### src/rtl/core/i2cmis_pkg.sv
`timescale 1ns / 1ps

package i2cmis_pkg;

    // request codes
    localparam logic [3:0] REQ_START_SEND = 4'd0;
    localparam logic [3:0] REQ_START_RECV = 4'd1;
    localparam logic [3:0] REQ_SB         = 4'd2;
    localparam logic [3:0] REQ_ADDR       = 4'd3;
    localparam logic [3:0] REQ_BTF        = 4'd4;
    localparam logic [3:0] REQ_STOPF      = 4'd5;
    localparam logic [3:0] REQ_TXE        = 4'd6;
    localparam logic [3:0] REQ_RXNE       = 4'd7;
    localparam logic [3:0] REQ_ERROR      = 4'd8;

    // transfer modes
    localparam logic [1:0] MODE_READY = 2'd0;
    localparam logic [1:0] MODE_SEND  = 2'd1;
    localparam logic [1:0] MODE_RECV  = 2'd2;

    // notifications
    localparam logic [3:0] NOTE_NONE     = 4'd0;
    localparam logic [3:0] NOTE_TX_DONE  = 4'd1;
    localparam logic [3:0] NOTE_RX_DONE  = 4'd2;
    localparam logic [3:0] NOTE_STOP     = 4'd3;
    localparam logic [3:0] NOTE_DATA_REQ = 4'd4;
    localparam logic [3:0] NOTE_DATA_RCV = 4'd5;
    localparam logic [3:0] NOTE_ERR_BASE = 4'd6;

    localparam logic [2:0] ERR_LAST = 3'd4;

    typedef struct packed {
        logic [3:0]  req_type;
        logic [15:0] xfer_len;
        logic [6:0]  slave_addr;
        logic        repeat_start;
        logic        is_master;
        logic        slave_transmitter;
        logic        txe_flag;
        logic [7:0]  tx_byte;
        logic [7:0]  rx_byte;
        logic [2:0]  err_kind;
    } item_t;

    typedef struct packed {
        logic [1:0] busy_state;
        logic       start_gen;
        logic       dr_write;
        logic [7:0] dr_value;
        logic       rx_valid;
        logic [7:0] rx_data;
        logic       stop_gen;
        logic       ack_level;
        logic [3:0] notify;
    } result_t;

endpackage

### src/rtl/core/i2cmis_seq.sv
`timescale 1ns / 1ps

module i2cmis_seq #(
    parameter int LEN_BITS = 16
) (
    input  logic               clk,
    input  logic               rst_n,
    input  logic               advance,
    input  i2cmis_pkg::item_t  item,
    input  logic               ack_control,
    output i2cmis_pkg::result_t res
);

    logic [1:0]          mode_reg, mode_next;
    logic [LEN_BITS-1:0] tx_rem_reg, tx_rem_next;
    logic [LEN_BITS-1:0] rx_rem_reg, rx_rem_next;
    logic [LEN_BITS-1:0] rx_req_reg, rx_req_next;
    logic [6:0]          addr_reg, addr_next;
    logic                keep_reg, keep_next;
    logic                ack_reg, ack_next;
    logic                evt_on_reg, evt_on_next;
    logic                buf_on_reg, buf_on_next;
    logic                err_on_reg, err_on_next;

    always_comb
    begin
        logic [LEN_BITS-1:0] len;
        logic                idle;
        logic                buf_ok;
        logic                busy_mode;

        len       = LEN_BITS'(item.xfer_len);
        busy_mode = (mode_reg == i2cmis_pkg::MODE_SEND) || (mode_reg == i2cmis_pkg::MODE_RECV);
        idle      = !busy_mode;
        buf_ok    = evt_on_reg && buf_on_reg;

        mode_next   = mode_reg;
        tx_rem_next = tx_rem_reg;
        rx_rem_next = rx_rem_reg;
        rx_req_next = rx_req_reg;
        addr_next   = addr_reg;
        keep_next   = keep_reg;
        ack_next    = ack_reg;
        evt_on_next = evt_on_reg;
        buf_on_next = buf_on_reg;
        err_on_next = err_on_reg;

        res            = '0;
        res.busy_state = mode_reg;

        unique case (item.req_type)
            i2cmis_pkg::REQ_START_SEND, i2cmis_pkg::REQ_START_RECV:
            begin
                if (idle)
                begin
                    if (item.req_type == i2cmis_pkg::REQ_START_SEND)
                    begin
                        tx_rem_next = len;
                        mode_next   = i2cmis_pkg::MODE_SEND;
                    end
                    else
                    begin
                        rx_rem_next = len;
                        rx_req_next = len;
                        mode_next   = i2cmis_pkg::MODE_RECV;
                    end
                    addr_next     = item.slave_addr;
                    keep_next     = item.repeat_start;
                    evt_on_next   = 1'b1;
                    buf_on_next   = 1'b1;
                    err_on_next   = 1'b1;
                    res.start_gen = 1'b1;
                end
            end
            i2cmis_pkg::REQ_SB:
            begin
                if (evt_on_reg && busy_mode)
                begin
                    res.dr_write = 1'b1;
                    res.dr_value = {addr_reg, (mode_reg == i2cmis_pkg::MODE_RECV)};
                end
            end
            i2cmis_pkg::REQ_ADDR:
            begin
                if (evt_on_reg && item.is_master && mode_reg == i2cmis_pkg::MODE_RECV
                    && rx_req_reg == LEN_BITS'(1))
                begin
                    ack_next = 1'b0;
                end
            end
            i2cmis_pkg::REQ_BTF:
            begin
                if (evt_on_reg && mode_reg == i2cmis_pkg::MODE_SEND && item.txe_flag
                    && tx_rem_reg == '0)
                begin
                    res.stop_gen = !keep_reg;
                    buf_on_next  = 1'b0;
                    err_on_next  = 1'b0;
                    mode_next    = i2cmis_pkg::MODE_READY;
                    res.notify   = i2cmis_pkg::NOTE_TX_DONE;
                end
            end
            i2cmis_pkg::REQ_STOPF:
            begin
                if (evt_on_reg && !item.is_master)
                begin
                    res.notify = i2cmis_pkg::NOTE_STOP;
                end
            end
            i2cmis_pkg::REQ_TXE:
            begin
                if (buf_ok)
                begin
                    if (item.is_master)
                    begin
                        if (mode_reg == i2cmis_pkg::MODE_SEND && tx_rem_reg != '0)
                        begin
                            res.dr_write = 1'b1;
                            res.dr_value = item.tx_byte;
                            tx_rem_next  = tx_rem_reg - LEN_BITS'(1);
                        end
                    end
                    else if (item.slave_transmitter)
                    begin
                        res.notify = i2cmis_pkg::NOTE_DATA_REQ;
                    end
                end
            end
            i2cmis_pkg::REQ_RXNE:
            begin
                if (buf_ok)
                begin
                    if (item.is_master)
                    begin
                        if (mode_reg == i2cmis_pkg::MODE_RECV)
                        begin
                            if (rx_req_reg != '0 && rx_rem_reg != '0)
                            begin
                                // nack the last byte once the second to last arrives
                                if (rx_req_reg > LEN_BITS'(1) && rx_rem_reg == LEN_BITS'(2))
                                begin
                                    ack_next = 1'b0;
                                end
                                res.rx_valid = 1'b1;
                                res.rx_data  = item.rx_byte;
                                rx_rem_next  = rx_rem_reg - LEN_BITS'(1);
                            end
                            if (rx_rem_next == '0)
                            begin
                                res.stop_gen = !keep_reg;
                                buf_on_next  = 1'b0;
                                err_on_next  = 1'b0;
                                rx_req_next  = '0;
                                mode_next    = i2cmis_pkg::MODE_READY;
                                if (ack_control)
                                begin
                                    ack_next = 1'b1;
                                end
                                res.notify = i2cmis_pkg::NOTE_RX_DONE;
                            end
                        end
                    end
                    else if (!item.slave_transmitter)
                    begin
                        res.notify = i2cmis_pkg::NOTE_DATA_RCV;
                    end
                end
            end
            i2cmis_pkg::REQ_ERROR:
            begin
                if (err_on_reg && item.err_kind <= i2cmis_pkg::ERR_LAST)
                begin
                    res.notify = i2cmis_pkg::NOTE_ERR_BASE + {1'b0, item.err_kind};
                end
            end
            default:
            begin
            end
        endcase

        res.ack_level = ack_next;
    end

    always_ff @(posedge clk or negedge rst_n)
    begin
        if (!rst_n)
        begin
            mode_reg   <= i2cmis_pkg::MODE_READY;
            tx_rem_reg <= '0;
            rx_rem_reg <= '0;
            rx_req_reg <= '0;
            addr_reg   <= '0;
            keep_reg   <= 1'b0;
            ack_reg    <= 1'b1;
            evt_on_reg <= 1'b0;
            buf_on_reg <= 1'b0;
            err_on_reg <= 1'b0;
        end
        else if (advance)
        begin
            mode_reg   <= mode_next;
            tx_rem_reg <= tx_rem_next;
            rx_rem_reg <= rx_rem_next;
            rx_req_reg <= rx_req_next;
            addr_reg   <= addr_next;
            keep_reg   <= keep_next;
            ack_reg    <= ack_next;
            evt_on_reg <= evt_on_next;
            buf_on_reg <= buf_on_next;
            err_on_reg <= err_on_next;
        end
    end

endmodule

### src/rtl/core/i2c_master_interrupt_sequencer_core.sv
`timescale 1ns / 1ps

// i2c master transfer sequencer, one item per start request or bus event
// input channel: in_valid / in_stall with one port per field; an item is
// taken at a rising edge with in_valid high and in_stall low
// output channel: out_valid / out_stall, exactly one result per item, in order
// config: cfg_we / cfg_wdata write the ack level restored after a receive;
// write only while no item is in flight
// result path: the input register takes an accepted item; the sequencer result
// then loads into the result register once it is free and out_valid rises
// throughput: one item per cycle while out_stall is low, set by the state
// update loop in the sequencer; a new item enters while a finished result
// still waits; when out_stall is high the result register holds, the input
// register fills, and in_stall rises only while both are occupied
// reset: all transfer state cleared, mode ready, ack level 1, interrupts off,
// both registers empty
module i2c_master_interrupt_sequencer_core #(
    parameter int LEN_BITS = 16
) (
    input  logic       clk,
    input  logic       rst_n,
    input  logic       cfg_we,
    input  logic       cfg_wdata,
    input  logic       in_valid,
    output logic       in_stall,
    input  logic [3:0] req_type,
    input  logic [15:0] xfer_len,
    input  logic [6:0] slave_addr,
    input  logic       repeat_start,
    input  logic       is_master,
    input  logic       slave_transmitter,
    input  logic       txe_flag,
    input  logic [7:0] tx_byte,
    input  logic [7:0] rx_byte,
    input  logic [2:0] err_kind,
    output logic       out_valid,
    input  logic       out_stall,
    output logic [1:0] busy_state,
    output logic       start_gen,
    output logic       dr_write,
    output logic [7:0] dr_value,
    output logic       rx_valid,
    output logic [7:0] rx_data,
    output logic       stop_gen,
    output logic       ack_level,
    output logic [3:0] notify
);

    logic                ack_ctl_reg;
    logic                in_vld_reg, in_vld_next;
    i2cmis_pkg::item_t   item_reg;
    logic                out_vld_reg, out_vld_next;
    i2cmis_pkg::result_t res_reg;
    i2cmis_pkg::result_t res_next;
    logic                in_take;
    logic                advance;

    assign advance  = in_vld_reg && (!out_vld_reg || !out_stall);
    assign in_stall = in_vld_reg && !advance;
    assign in_take  = in_valid && !in_stall;

    always_comb
    begin
        in_vld_next = in_vld_reg;
        if (in_take)
        begin
            in_vld_next = 1'b1;
        end
        else if (advance)
        begin
            in_vld_next = 1'b0;
        end

        out_vld_next = out_vld_reg;
        if (advance)
        begin
            out_vld_next = 1'b1;
        end
        else if (!out_stall)
        begin
            out_vld_next = 1'b0;
        end
    end

    always_ff @(posedge clk or negedge rst_n)
    begin
        if (!rst_n)
        begin
            ack_ctl_reg <= 1'b1;
            in_vld_reg  <= 1'b0;
            out_vld_reg <= 1'b0;
        end
        else
        begin
            if (cfg_we)
            begin
                ack_ctl_reg <= cfg_wdata;
            end
            in_vld_reg  <= in_vld_next;
            out_vld_reg <= out_vld_next;
        end
    end

    always_ff @(posedge clk)
    begin
        if (in_take)
        begin
            item_reg.req_type          <= req_type;
            item_reg.xfer_len          <= xfer_len;
            item_reg.slave_addr        <= slave_addr;
            item_reg.repeat_start      <= repeat_start;
            item_reg.is_master         <= is_master;
            item_reg.slave_transmitter <= slave_transmitter;
            item_reg.txe_flag          <= txe_flag;
            item_reg.tx_byte           <= tx_byte;
            item_reg.rx_byte           <= rx_byte;
            item_reg.err_kind          <= err_kind;
        end
        if (advance)
        begin
            res_reg <= res_next;
        end
    end

    i2cmis_seq #(
        .LEN_BITS (LEN_BITS)
    ) u_seq (
        .clk         (clk),
        .rst_n       (rst_n),
        .advance     (advance),
        .item        (item_reg),
        .ack_control (ack_ctl_reg),
        .res         (res_next)
    );

    assign out_valid  = out_vld_reg;
    assign busy_state = res_reg.busy_state;
    assign start_gen  = res_reg.start_gen;
    assign dr_write   = res_reg.dr_write;
    assign dr_value   = res_reg.dr_value;
    assign rx_valid   = res_reg.rx_valid;
    assign rx_data    = res_reg.rx_data;
    assign stop_gen   = res_reg.stop_gen;
    assign ack_level  = res_reg.ack_level;
    assign notify     = res_reg.notify;

endmodule

### config.mk
export PLATFORM = sky130hd
export DESIGN_NAME = i2c_master_interrupt_sequencer_core
export DESIGN_NICKNAME = d
export VERILOG_FILES = /design/src/rtl/core/i2cmis_pkg.sv /design/src/rtl/core/i2cmis_seq.sv /design/src/rtl/core/i2c_master_interrupt_sequencer_core.sv
export SDC_FILE = /design/constraint.sdc
export NUM_CORES = 1
export LEC_CHECK = 0
export ABC_AREA = 1
export BUFFER_PORTS_ARGS = -buffer_cell sky130_fd_sc_hd__clkbuf_2
export CAP_MARGIN = 20
export CORE_MARGIN = 5
export CORE_UTILIZATION = 50
export DETAILED_ROUTE_END_ITERATION = 6
export PLACE_DENSITY = 0.83
export SLEW_MARGIN = 20
export SYNTH_ARGS = -nofsm -noshare
export SYNTH_HDL_FRONTEND = slang
export SYNTH_SLANG_ARGS = --single-unit
export TNS_END_PERCENT = 1
### constraint.sdc
create_clock -name clk -period 2.9 [get_ports clk]
set_input_delay 0.29 -clock clk [delete_from_list [all_inputs] [get_ports clk]]
set_output_delay 0.29 -clock clk [all_outputs]
set_load 0.01 [all_outputs]
==> out/metrics.cfg <==
[clock_network]
hold_buffers = 0
root_buffer = clkbuf_16
cts_buffers = 17
clk_latency_ps = 420
path_clk_slew_ps = 60
clk_path_buf_depth = 2
htreeDepth = 4
clock-sinks = 141
post_cts_buffers = 0
cts_tree = done
ctsResizeCount = 0

[place]
port_buffers = 84
hpwl_mm = 10.4
dpl_cell_area_um2 = 7250
gp_congestion = 0.948
dp_slack_ps = 307

[floorplan]
die_h_um = 125
start_util = 0.506
dieArea_um2 = 15700
io_pins = 85
core_um2 = 13100
fp.dieW_um = 125
row_count = 42

[pwr]
leakage_nw = 3.50
p_sw_w = 0.00231
power.share.clock = 0.294
pwr_density_cell_nw_per_um2 = 849
vdd_drop_max_mv = 0.651
swShare = 0.349
combPwrFrac = 0.249
p_seq_frac = 0.457
p_int_w = 0.00429

[sta]
rsz0062_at_grt = false
finalWorstSetupSlack_ps = 260
timing.final.crit_share = 0.910
fin_tns_setup_ps = 0
setup-violations-final = 0
finalHoldViolations = 0
tightestPinTransition_ps = 831
max_slew_margin = 0.446
drv_slew = 0
finalCriticalPeriod_ps = 2640
fmax_ghz = 0.379
worst_clock_skew_ps = 7.95

[final_layout]
drive_gt1_frac = 0.199
final_cell_mix = 167 x nand2_1, 84 x clkbuf_2, 83 x inv_1, 81 x nor2_1, 77 x edfxtp_1
area_delta_synth_final_pct = 16.9
largest_register_ffs = 50
num_antenna_cells = 0
final_common_cell = nand2_1
fin_nets = 867
final_area_um2 = 7780

[synthesis]
syn_nets = 775
postSynthAreaPerCell_um2 = 9.33
yosys_warnings = 0
synth_area_um2 = 6650
ys_seq_area_frac = 0.589
ys_ff_latch = 141
synth.distinct_cells = 36
synthCells = 713

[worst_setup_path]
r2r_slack_ps = 260
startpoint_type = flop
required_ps = 3210
cp-end-kind = flop
cp_data_arrival_time_ps = 2950
path_class = flop to flop
crit_fanout = 20

[global_routing]
overflow = 0
grt_pass1_vias = 5017
grt_max_degree = 65
grt_usage = 0.197
antenna_found_initial = 0
grt_pass1_wl_mm = 24.8

[flow_run]
cap_violations = 0

[detailed_routing]
drtPass1Iterations = 5
dr_total_vias = 5255
wirelength_mm = 14.9
drtAntennaViolNets = 0
drc = 0
drt-vias-per-instance = 5.29
drtIter0Drc = 469
wire_per_inst_um = 15.0

[run_status]
status = complete, no violations

[hold_path]
min_path_type = input port to flop

stage by stage:
stage               hold WS (ps)  utilization  std cells  power (W)
floorplan                  -5.59            -        713    0.00416
detailed placement           444        0.552        962    0.00462
global placement             431        0.552        962    0.00457
global route                30.8        0.592        994    0.00702
CTS                         32.9        0.592        994    0.00659
finish                      42.2        0.592        994    0.00660
critical path: stages (launching register included):
cell     delay, ps
dfrtp_1        420
inv_2          130
ha_1           320
nand2_4        100
nor2_4         140
nand2_4         60
nand2_4        200
inv_4          140
nand2_1         90
nand2_1         60
nor2_1         110
nand2_1         90
nor2_2         140
nand2_2         90
nand2_4         70
nand2_4        150
nand2_1        130
nand2_1         50
power by group through the flow:
| stage | logic (W) | clock network, W | registers (W) |
|---|---|---|---|
| final | 0.00164 | 0.00194 | 0.00302 |
| after global routing | 0.00188 | 0.00207 | 0.00307 |
| after CTS | 0.00163 | 0.00196 | 0.00300 |
| after detailed placement | 0.00160 | 0 | 0.00302 |
| after global placement | 0.00156 | 0 | 0.00301 |
| after floorplan | 0.00123 | 0 | 0.00294 |
cells by family (layout without fill, tap and decap cells):
kind of cell    Yosys count  after routing  synth area share
compound gates           91             91            0.0817
xor+xnor                  9              9            0.0119
fa+ha+maj                 6              6            0.0113
buf+inv                 108            213            0.0674
flops                   141            141             0.589
simple gates            358            358             0.239
cell type report:
| class | count | area (µm²) |
|---|---|---|
| fillers | 1076 | 5360 |
| flip-flops and latches | 141 | 3920 |
| multi-input cells | 464 | 2290 |
| repair buffers | 91 | 485 |
| clock buffers | 19 | 433 |
| inverters | 90 | 340 |
| well taps | 176 | 220 |
| clock inverters | 13 | 92.6 |
routing by layer:
metal	vias to the layer above	GRT usage	share of wire
met5	-	0	0
met4	0	0.0695	0.017
met3	23	0.0409	0.071
met2	230	0.321	0.49
met1	2445	0.265	0.42
li1	2557	-	-
final timing paths:
path | depth (start not counted) | start | end
worst max-delay path | 17 | u_seq.rx_rem_reg[0]$_DFFE_PN0P_ | u_seq.rx_req_reg[2]$_DFFE_PN0P_
worst min-delay path | 1 | is_master | item_reg[21]$_DFFE_PP_
worst max register to register | 17 | u_seq.rx_rem_reg[0]$_DFFE_PN0P_ | u_seq.rx_req_reg[2]$_DFFE_PN0P_
worst min register to register | 2 | item_reg[26]$_DFFE_PP_ | u_seq.addr_reg[3]$_DFFE_PN0P_
max in group asynchronous | 2 | rst_n | in_vld_reg$_DFFE_PN0P_
min in group asynchronous | 2 | rst_n | u_seq.tx_rem_reg[0]$_DFFE_PN0P_
cell usage after synthesis (all sizes together):
cell type | instances | area, µm²
ha | 6 | 75.1
o221ai | 1 | 8.76
o2111ai | 1 | 8.76
nor3 | 9 | 50.1
inv | 87 | 329
o211ai | 22 | 165
nand2 | 191 | 802
a31oi | 3 | 18.8
a21oi | 7 | 35.0
clkbuf | 5 | 18.8
xor2 | 7 | 61.3
buf | 13 | 88.8
o21ai | 43 | 215
xnor2 | 2 | 17.5
o22ai | 12 | 75.1
edfxtp | 77 | 2310
nand4 | 10 | 62.6
nand3b | 2 | 15.0
nand3 | 51 | 255
nor4 | 3 | 18.8
clkinv | 3 | 11.3
o311ai | 1 | 8.76
dfrtp | 62 | 1550
nor2 | 92 | 385
a22oi | 1 | 7.51
dfstp | 2 | 52.6
(Power assumes the default switching activity.)
